`config.mk`:
```
export PLATFORM = sky130hd
export DESIGN_NAME = cpu_alu_with_flags_core
export DESIGN_NICKNAME = d
export VERILOG_FILES = /design/src/caf_pkg.sv /design/src/cpu_alu_with_flags_core.sv
export SDC_FILE = /design/constraint.sdc
export NUM_CORES = 1
export LEC_CHECK = 0
export BUFFER_PORTS_ARGS = -buffer_cell sky130_fd_sc_hd__buf_2
export CORE_ASPECT_RATIO = 1.1
export CORE_UTILIZATION = 30
export DETAILED_ROUTE_END_ITERATION = 10
export PLACE_DENSITY = 0.45
export SYNTH_ARGS = -nofsm -noshare
export SYNTH_HDL_FRONTEND = slang
export SYNTH_SLANG_ARGS = --single-unit
```
`constraint.sdc`:
```
create_clock -name clk_i -period 3.3 [get_ports clk_i]
set_input_delay 0.495 -clock clk_i [delete_from_list [all_inputs] [get_ports clk_i]]
set_output_delay 0.495 -clock clk_i [all_outputs]
set_load 0.02 [all_outputs]
```
`src/caf_pkg.sv`:
```
// Shared types and constants for the CPU ALU with flags.
package caf_pkg;

  // Operation codes
  typedef enum logic [3:0] {
    OP_ADD       = 4'd0,
    OP_ADC       = 4'd1,
    OP_SUB       = 4'd2,
    OP_SBC       = 4'd3,
    OP_XOR       = 4'd4,
    OP_INC8      = 4'd5,
    OP_DEC8      = 4'd6,
    OP_INC16     = 4'd7,
    OP_DEC16     = 4'd8,
    OP_ADD16     = 4'd9,
    OP_ADDSP     = 4'd10,
    OP_LOADFLAGS = 4'd11
  } op_e;

  // Branch condition codes
  typedef enum logic [2:0] {
    COND_ALWAYS = 3'd0,
    COND_C      = 3'd1,
    COND_NC     = 3'd2,
    COND_Z      = 3'd3,
    COND_NZ     = 3'd4
  } cond_e;

  // Flag bit positions
  localparam int unsigned FLAG_Z = 3;
  localparam int unsigned FLAG_N = 2;
  localparam int unsigned FLAG_H = 1;
  localparam int unsigned FLAG_C = 0;

  localparam int unsigned DATA_W = 16;
  localparam int unsigned FLAGS_W = 4;

  typedef logic [FLAGS_W-1:0] flags_t;
  typedef logic [DATA_W-1:0]  word_t;

endpackage

```
`src/cpu_alu_with_flags_core.sv`:
```
// Top level of the CPU ALU with flags: input register, ALU and result register.
//
// Executes one SM83-style ALU operation per transfer and keeps the Z/N/H/C flag
// register. Each item passes through an input register and a result register, so
// a result is presented from the result register once its item has left the input
// register; with no output stall the block takes one item every cycle. The
// flag register is updated when an item
// moves from the input register into the result register, which keeps the flag
// dependency between consecutive items within the combinational ALU logic. The
// condition output is evaluated on the flags as they stood before the item's own
// update. Unused operation codes return zero and keep the flags; unused
// condition codes report the condition as not met.
module cpu_alu_with_flags_core
  import caf_pkg::*;
(
  input  logic        clk_i,
  input  logic        rst_ni,
  input  logic        in_valid_i,
  output logic        in_stall_o,
  input  logic [3:0]  operation_i,
  input  logic [15:0] operand_a_i,
  input  logic [15:0] operand_b_i,
  input  logic [2:0]  condition_i,
  output logic        out_valid_o,
  input  logic        out_stall_i,
  output logic [15:0] result_o,
  output logic [3:0]  flags_out_o,
  output logic        cond_met_o
);

  // Input register
  logic        s1_valid_q;
  logic [3:0]  op_q;
  word_t       a_q;
  word_t       b_q;
  logic [2:0]  cond_q;

  // Flag state and result register
  flags_t      flags_q;
  flags_t      flags_d;
  logic        out_valid_q;
  word_t       res_q;
  word_t       res_d;
  flags_t      out_flags_q;
  logic        met_q;
  logic        met_d;

  // Handshake
  logic        out_ready;
  logic        s1_adv;
  logic        in_xfer;

  assign out_ready  = !out_valid_q || !out_stall_i;
  assign s1_adv     = s1_valid_q && out_ready;
  assign in_stall_o = s1_valid_q && !out_ready;
  assign in_xfer    = in_valid_i && !in_stall_o;

  // Hold the input item until the ALU stage can advance
  always_ff @(posedge clk_i or negedge rst_ni) begin
    if (!rst_ni) begin
      s1_valid_q <= 1'b0;
    end else if (in_xfer) begin
      s1_valid_q <= 1'b1;
    end else if (s1_adv) begin
      s1_valid_q <= 1'b0;
    end
  end

  always_ff @(posedge clk_i) begin
    if (in_xfer) begin
      op_q   <= operation_i;
      a_q    <= operand_a_i;
      b_q    <= operand_b_i;
      cond_q <= condition_i;
    end
  end

  // ALU datapath
  logic [7:0] a8;
  logic [7:0] b8;
  logic       cin;
  logic       c_sel;
  logic [8:0] sum9;
  logic [4:0] sum5;
  logic [8:0] diff9;
  logic [4:0] diff5;
  logic [7:0] inc8;
  logic [7:0] dec8;
  logic [16:0] sum17;
  logic [12:0] sum13;
  word_t      sp_sum;

  always_comb begin
    a8    = a_q[7:0];
    b8    = b_q[7:0];
    cin   = flags_q[FLAG_C];
    c_sel = ((op_e'(op_q) == OP_ADC) || (op_e'(op_q) == OP_SBC)) ? cin : 1'b0;

    sum9   = {1'b0, a8} + {1'b0, b8} + {8'd0, c_sel};
    sum5   = {1'b0, a8[3:0]} + {1'b0, b8[3:0]} + {4'd0, c_sel};
    diff9  = {1'b0, a8} - {1'b0, b8} - {8'd0, c_sel};
    diff5  = {1'b0, a8[3:0]} - {1'b0, b8[3:0]} - {4'd0, c_sel};
    inc8   = a8 + 8'd1;
    dec8   = a8 - 8'd1;
    sum17  = {1'b0, a_q} + {1'b0, b_q};
    sum13  = {1'b0, a_q[11:0]} + {1'b0, b_q[11:0]};
    sp_sum = a_q + {{8{b8[7]}}, b8};

    // Condition on the flags before this update
    case (cond_e'(cond_q))
      COND_ALWAYS: met_d = 1'b1;
      COND_C:      met_d = flags_q[FLAG_C];
      COND_NC:     met_d = !flags_q[FLAG_C];
      COND_Z:      met_d = flags_q[FLAG_Z];
      COND_NZ:     met_d = !flags_q[FLAG_Z];
      default:     met_d = 1'b0;
    endcase

    res_d   = '0;
    flags_d = flags_q;
    case (op_e'(op_q))
      OP_ADD, OP_ADC: begin
        res_d           = {8'd0, sum9[7:0]};
        flags_d[FLAG_Z] = (sum9[7:0] == 8'd0);
        flags_d[FLAG_N] = 1'b0;
        flags_d[FLAG_H] = sum5[4];
        flags_d[FLAG_C] = sum9[8];
      end
      OP_SUB, OP_SBC: begin
        res_d           = {8'd0, diff9[7:0]};
        flags_d[FLAG_Z] = (diff9[7:0] == 8'd0);
        flags_d[FLAG_N] = 1'b1;
        flags_d[FLAG_H] = diff5[4];
        flags_d[FLAG_C] = diff9[8];
      end
      OP_XOR: begin
        res_d           = {8'd0, a8 ^ b8};
        flags_d[FLAG_Z] = ((a8 ^ b8) == 8'd0);
        flags_d[FLAG_N] = 1'b0;
        flags_d[FLAG_H] = 1'b0;
        flags_d[FLAG_C] = 1'b0;
      end
      OP_INC8: begin
        res_d           = {8'd0, inc8};
        flags_d[FLAG_Z] = (inc8 == 8'd0);
        flags_d[FLAG_N] = 1'b0;
        flags_d[FLAG_H] = (inc8[3:0] == 4'h0);
      end
      OP_DEC8: begin
        res_d           = {8'd0, dec8};
        flags_d[FLAG_Z] = (dec8 == 8'd0);
        flags_d[FLAG_N] = 1'b1;
        flags_d[FLAG_H] = (dec8[3:0] == 4'hF);
      end
      OP_INC16: begin
        res_d = a_q + 16'd1;
      end
      OP_DEC16: begin
        res_d = a_q - 16'd1;
      end
      OP_ADD16: begin
        res_d           = sum17[15:0];
        flags_d[FLAG_N] = 1'b0;
        flags_d[FLAG_H] = sum13[12];
        flags_d[FLAG_C] = sum17[16];
      end
      OP_ADDSP: begin
        res_d           = sp_sum;
        flags_d[FLAG_Z] = 1'b0;
        flags_d[FLAG_N] = 1'b0;
        flags_d[FLAG_H] = sum5[4];
        flags_d[FLAG_C] = sum9[8];
      end
      OP_LOADFLAGS: begin
        res_d   = {a_q[15:4], 4'h0};
        flags_d = a_q[7:4];
      end
      default: begin
        res_d   = '0;
        flags_d = flags_q;
      end
    endcase
  end

  // Advance the flag register with each ALU transfer and the result valid whenever the output is ready
  always_ff @(posedge clk_i or negedge rst_ni) begin
    if (!rst_ni) begin
      flags_q     <= '0;
      out_valid_q <= 1'b0;
    end else begin
      if (s1_adv) begin
        flags_q <= flags_d;
      end
      if (out_ready) begin
        out_valid_q <= s1_valid_q;
      end
    end
  end

  always_ff @(posedge clk_i) begin
    if (s1_adv) begin
      res_q       <= res_d;
      out_flags_q <= flags_d;
      met_q       <= met_d;
    end
  end

  assign out_valid_o = out_valid_q;
  assign result_o    = res_q;
  assign flags_out_o = out_flags_q;
  assign cond_met_o  = met_q;

  // Flags change only when an item leaves the input register
  assert property (@(posedge clk_i) disable iff (!rst_ni)
    !s1_adv |=> $stable(flags_q))
    else $error("flag register changed without an ALU transfer");

  // A pending result always reports the current flag state
  assert property (@(posedge clk_i) disable iff (!rst_ni)
    out_valid_q |-> (out_flags_q == flags_q))
    else $error("result flags differ from flag register");

  // Input is stalled only with an item held in the input register
  assert property (@(posedge clk_i) disable iff (!rst_ni)
    in_stall_o |-> (s1_valid_q && out_valid_q))
    else $error("input stalled with no backlog");

endmodule

```
# ---- Yosys cells after proc, flatten, opt, wreduce, memory -nomap -nowiden
# Cells that the tools add are included.
dict set report op_classes {
  bitwise_logic 1
  eq_ne 16
  n_reduce_logical 23
  shift 0
  n_mul 0
  add_sub_neg 15
  div_mod_pow 0
  n_mux 8
  magnitude_cmp 0
}
# op count
set op_table {}
lappend op_table {{one-hot mux 16 bit (10 select lines)} 1}
lappend op_table {{zero test 8 bit} 5}
lappend op_table {{equality test 4 bit (second input constant)} 5}
lappend op_table {{adder 16 x 16 -> 17 bit} 1}
lappend op_table {{adder 16 x 1 -> 16 bit (second input constant)} 1}
lappend op_table {{adder 16 bit} 1}
lappend op_table {{equality test 4 x 3 -> 1 bit (second input constant)} 4}
lappend op_table {{subtractor 16 x 1 -> 16 bit (second input constant)} 1}
lappend op_table {{one-hot mux 2 bit (7 select lines)} 1}
lappend op_table {{adder 12 x 12 -> 13 bit} 1}
lappend op_table {{one-hot mux 1 bit (5 select lines)} 2}
lappend op_table {{adder 8 x 8 -> 9 bit} 1}
lappend op_table {{adder 9 x 1 -> 9 bit} 1}
lappend op_table {{subtractor 8 x 8 -> 9 bit} 1}
lappend op_table {{subtractor 9 x 1 -> 9 bit} 1}
lappend op_table {{adder 8 x 1 -> 8 bit (second input constant)} 1}
lappend op_table {{equality test 4 x 2 -> 1 bit (second input constant)} 2}
lappend op_table {{zero test 4 bit} 2}
lappend op_table {{subtractor 8 x 1 -> 8 bit (second input constant)} 1}
lappend op_table {{bitwise XOR 8 bit} 1}
lappend op_table {{one-hot mux 1 bit (7 select lines)} 1}
lappend op_table {{equality test 3 x 2 -> 1 bit (second input constant)} 2}
lappend op_table {{zero test 1 bit} 6}
lappend op_table {{adder 4 x 4 -> 5 bit} 1}
lappend op_table {{other kinds (13)} 19}
dict set report word_totals {
  mem_bits_ro 0
  wordCells 73
  reg_bits 66
  ramBits 0
  n_memories 0
  latch_bits 0
  input_bits 43
  output_inout_bits 23
}

# ---- Longest topological paths before layout
dict set report logic_depth {
  word_depth 7
  mapped_depth 17
  mapped_depth_nobuf 15
}

# ---- Least setup slack after synthesis
# Ideal clock, no wire load.
dict set report synth_timing {
  path_kind {register to register}
  from {register op_q[0]}
  to {register out_flags_q[1], in the netlist flags_out_o[1], data pin}
  stages_incl_launch_ff 17
  t_arrival_ns 3.339
  synth_period_minus_slack_ns 3.608
  n_path_buf 3
  slack_ns -0.308
  path_cell_list {edfxtp_1 -> clkbuf_1 -> clkbuf_1 -> clkbuf_1 -> nand3_1 -> inv_1 -> fa_1 -> inv_1 -> ha_1 -> nor2_1 -> fa_1 -> a21boi_0 -> nor2_1 -> xnor2_1 -> o22ai_1 -> nor4_1 -> o21ai_0}
}
dict set report synth_between {
  elab_chain_cells 5
}
# element line
set synth_lines {}
lappend synth_lines {{start: declaration} cpu_alu_with_flags_core.sv:33} ;# logic [3:0] op_q;
lappend synth_lines {{start signal: assignment} cpu_alu_with_flags_core.sv:71} ;# op_q <= operation_i;
lappend synth_lines {{equality test 4 x 1 -> 1 bit / equality test 4 x 2 -> 1 bit (equally long branches)} {cpu_alu_with_flags_core.sv:97, cpu_alu_with_flags_core.sv:121}}
lappend synth_lines {{logical OR 1 bit} cpu_alu_with_flags_core.sv:97} ;# c_sel = ((op_e'(op_q) == OP_ADC) || (op_e'(op_q) == OP_SBC)) ? cin : 1'b0;
lappend synth_lines {{two-way mux 1 bit} cpu_alu_with_flags_core.sv:97}
lappend synth_lines {{adder 5 x 1 -> 5 bit / subtractor 5 x 1 -> 5 bit (equally long branches)} {cpu_alu_with_flags_core.sv:100, cpu_alu_with_flags_core.sv:102}}
lappend synth_lines {{one-hot mux 2 bit (7 select lines) *} cpu_alu_with_flags_core.sv:121} ;# case (op_e'(op_q))
lappend synth_lines {{via flags_d[1]} cpu_alu_with_flags_core.sv:40} ;# flags_t flags_d;
lappend synth_lines {{end signal: assignment} cpu_alu_with_flags_core.sv:203} ;# out_flags_q <= flags_d;
lappend synth_lines {{end: declaration} cpu_alu_with_flags_core.sv:44} ;# flags_t out_flags_q;
# Mark *: on every way through the listed nets, which the timed path passes. The rest lies on a longest branch.
# A chain may end at the register's enable or synchronous reset.

# ---- Final worst setup path
dict set report layout_timing {
  from {register op_q[0]}
  to {register out_flags_q[3], in the netlist flags_out_o[3], data pin}
}
dict set report layout_between {
  elab_chain_cells 6
}
# element line
set layout_lines {}
lappend layout_lines {{equality test 4 x 1 -> 1 bit / equality test 4 x 2 -> 1 bit (equally long branches)} {cpu_alu_with_flags_core.sv:97, cpu_alu_with_flags_core.sv:121}}
lappend layout_lines {{logical OR 1 bit} cpu_alu_with_flags_core.sv:97}
lappend layout_lines {{two-way mux 1 bit} cpu_alu_with_flags_core.sv:97}
lappend layout_lines {{subtractor 9 x 1 -> 9 bit / adder 9 x 1 -> 9 bit (equally long branches)} {cpu_alu_with_flags_core.sv:101, cpu_alu_with_flags_core.sv:99}}
lappend layout_lines {{zero test 8 bit, on equally long branches} {cpu_alu_with_flags_core.sv:131, cpu_alu_with_flags_core.sv:124}}
lappend layout_lines {{one-hot mux 1 bit (7 select lines) *} cpu_alu_with_flags_core.sv:121}
lappend layout_lines {{via flags_d[3]} cpu_alu_with_flags_core.sv:40}
# Marks and branches as above.

==> metrics.md <==
| Metric | Value |
|---|---|
| Nets | `797` |
| Worst Hold Endpoint | `a_q[11]$_DFFE_PP_` |
| Worst reg-to-reg setup slack | `170 ps` |
| Reg area | `1950 µm²` |
| Startpoint of the worst register-to-register path | `op_q[0]$_DFFE_PP_` |
| Max VDD drop | `0.281 mV` |
| Fin crit period | `3130 ps` |
| Die ar. | `19000 µm²` |
| Initial antenna violation count | `0` |
| Fin. Hold Viols | `0` |
| FF-to-FF End | `flags_out_o[3]$_DFFE_PP_` |
| Chip height | `144 µm` |
| Worst setup SP type | `flop` |
| Drt drc | `0` |
| DP Area | `6470 µm²` |
| Synth Instances | `587` |
| Cell area after synthesis | `5540 µm²` |
| Finish-stage setup viols | `0` |
| Global route overflow | `0` |
| Commonest non-fill, non-tap cell in the layout | `buf_2` |
| Net Sw Power | `1.03 mW` |
| Core area | `17900 µm²` |
| Sw Ratio | `33.1%` |
| Critical Path Fanout Max | `3` |
| Layout cell share with drive strength beyond 1 | `25.0%` |
| Finished Layout Cells | `941` |
| #FFs+latches synth | `66` |
| RePlAce Congestion | `0.955` |
| Clk slew on worst S/H paths | `60 ps` |
| Synth Flop Type | `edfxtp_1` |
| CTS root buf | `clkbuf_16` |
| Post-placement cell count | `923` |
| Crit end category | `flop` |
| Synthesized area per cell | `9.43 µm²` |
| CTS tree | `done` |
| DR vias | `5124` |
| Req. time, crit path | `3400 ps` |
| Internal power | `2.08 mW` |
| N_diodes | `0` |
| HPWL Detailed | `14200 µm` |
| Rel. slew slack | `34.5%` |
| Setup crit start | `op_q[0]$_DFFE_PP_` |
| Layout area overhead | `25.3%` |
| Setup CP Type | `flop to flop` |
| WL per Instance | `19.2 µm` |
| Multi-input gate area | `3470 µm²` |
| H-Tree Depth | `3` |
| First-pass GRT wire length | `28100 µm` |
| Seq/Total Area, Yosys | `35.3%` |
| Outcome | `completed` |
| Tcrit/Tclk final | `94.7%` |
| Drt pass-1 iters | `4` |
| FMAX | `0.320 GHz` |
| 1st-iter DRT viols | `329` |
| Combinational share of power | `31.6%` |
| Gr usage total | `19.6%` |
| Most frequent cells in the layout | `65 x buf_2, 60 x edfxtp_1, 56 x buf_4` |
| CTS Sinks | `66` |
| Final Slew Violations | `0` |
| Count of input and output buffers | `65` |
| R2R cell count | `14` |
| Leak | `2.87 nW` |
| Syn Nets | `686` |
| Final instance area | `6930 µm²` |
| Vias in the first global route | `4977` |
| Post-synth EDFFs | `60` |
| Hold/Removal Path Class | `primary input to flop` |
| Cell Rows | `51` |
| Filler cells | `1835` |
| Clock Path Buffers | `2` |
| Post-synthesis cell type count | `76` |
| Tightest Pin Transition | `971 ps` |
| TritonCTS Buffers | `9` |
| Final WL | `18100 µm` |
| Worst Skew | `7.43 ps` |
| YS warnings | `0` |
| Post-layout util | `38.8%` |
| Power Dens Cells | `449 nW/µm²` |
| Worst path arrival time | `3220 ps` |
| Largest net degree at the start of global routing | `40` |
| Async SR Flop Fraction | `9.09%` |
| Initial core utilization | `31.0%` |
| Routed Antenna Nets | `0` |
| I/O Pins | `66` |
| Hold Crit Depth | `1` |
| Latest clock arrival within the worst-skew pair | `350 ps` |
| Min-delay src | `operand_a_i[11]` |
| DIE WIDTH | `132 µm` |
| MaxCap Viol Count | `0` |
| Post-DR vias/cell | `5.45` |
| Clock power frac | `34.1%` |
| Seq pwr share | `34.3%` |
## stage by stage
step	setup WS [ps]	TNS, ps	hold WS (ps)	power [mW]
after CTS	0.0768	0	308	3.09
after floorplan	14.1	0	199	1.68
final	173	0	319	3.12
after global placement	-8.69	-9.21	340	2.01
after detailed placement	-139	-287	340	2.01
after global routing	-13.6	-16.7	305	3.27
## how the worst max path moves through the flow
stage / endpoint / cells past startpoint
finish: flags_out_o[3]$_DFFE_PP_ / 14
detailed placement: flags_out_o[1]$_DFFE_PP_ / 14
CTS: result_o[12]$_DFFE_PP_ / 12
global placement: flags_out_o[1]$_DFFE_PP_ / 14
global route: result_o[12]$_DFFE_PP_ / 12
floorplan: flags_out_o[1]$_DFFE_PP_ / 15
## sequential cells by signal, indices dropped and copies added, names as in the netlist
register     flops
cond_q           3
op_q             4
s1_valid_q       1
flags_out_o      4
result_o        16
flags_q          4
b_q             16
cond_met_o       1
a_q             16
out_valid_o      1
## cell usage after synthesis, drive strengths merged, types with 9 or more instances
| master | count | area share [%] |
|---|---|---|
| o22ai | 9 | 1.0 |
| nor3 | 14 | 1.5 |
| ha | 50 | 11 |
| edfxtp | 60 | 33 |
| a221oi | 11 | 2.1 |
| o21a | 12 | 1.6 |
| xnor2 | 29 | 4.6 |
| o21ai | 38 | 3.5 |
| nand4 | 9 | 1.0 |
| clkbuf | 18 | 1.2 |
| nor2 | 38 | 2.6 |
| xor2 | 9 | 1.4 |
| inv | 36 | 2.4 |
| a21oi | 45 | 4.3 |
| nand3 | 17 | 1.5 |
| nand2 | 44 | 3.0 |
| a21o | 12 | 1.7 |
## cell type report
class                   instances  share of cell area (%)
repair buffers                122                    10.9
well taps                     238                    4.29
clock inverters                 7                    1.32
multi-input cells             462                    50.1
inverters                      37                    2.00
clock buffers                   9                    3.25
flip-flops and latches         66                    28.1
## layer usage
metal	global-route usage (%)	part of all wire (%)
met1	27.4	47
met4	6.98	2.2
met2	30.4	44
met3	3.36	6.4
met5	0	0
## cells by family (layout without fill, tap and decap cells)
group	count (synthesis)	after routing	share of synthesized area (%)
AND/OR/NAND/NOR	170	170	15.9
AO/OA/AOI/OAI	193	193	24.1
XOR/XNOR	38	38	6.01
adder cells (fa/ha/maj)	56	56	13.5
buffers and inverters	59	175	4.34
flip-flops	66	66	35.3
multiplexers	5	5	0.949
## critical path, cell delays in order, from the launching register on
cell and delay (ps):
edfxtp_1 460, nand3_2 100, inv_1 60, fa_1 580
inv_1 50, ha_1 190, nor2_2 140, fa_2 240
a21boi_2 70, o211ai_1 270, nand2_1 140, xnor2_2 160
nor2b_2 180, a31oi_4 160, a21oi_2 70
## timing repair
item	in CTS	in global routing
hold buffers	1	0
hold endpoints to repair	6	0
setup buffers	0	1
setup endpoints to repair	4	14
gates resized for setup	2	26
pin swaps	0	12
## power groups by stage
stage          Sequential (mW)  Clock, mW  Combinational, mW
6_report                  1.07       1.06              0.985
5_1_grt                   1.08       1.12               1.07
4_1_cts                   1.07       1.09              0.936
3_5_place_dp              1.08          0              0.928
3_3_place_gp              1.09          0              0.922
2_1_floorplan             1.11          0              0.572
No activity file was read; power rests on OpenSTA's default activity.
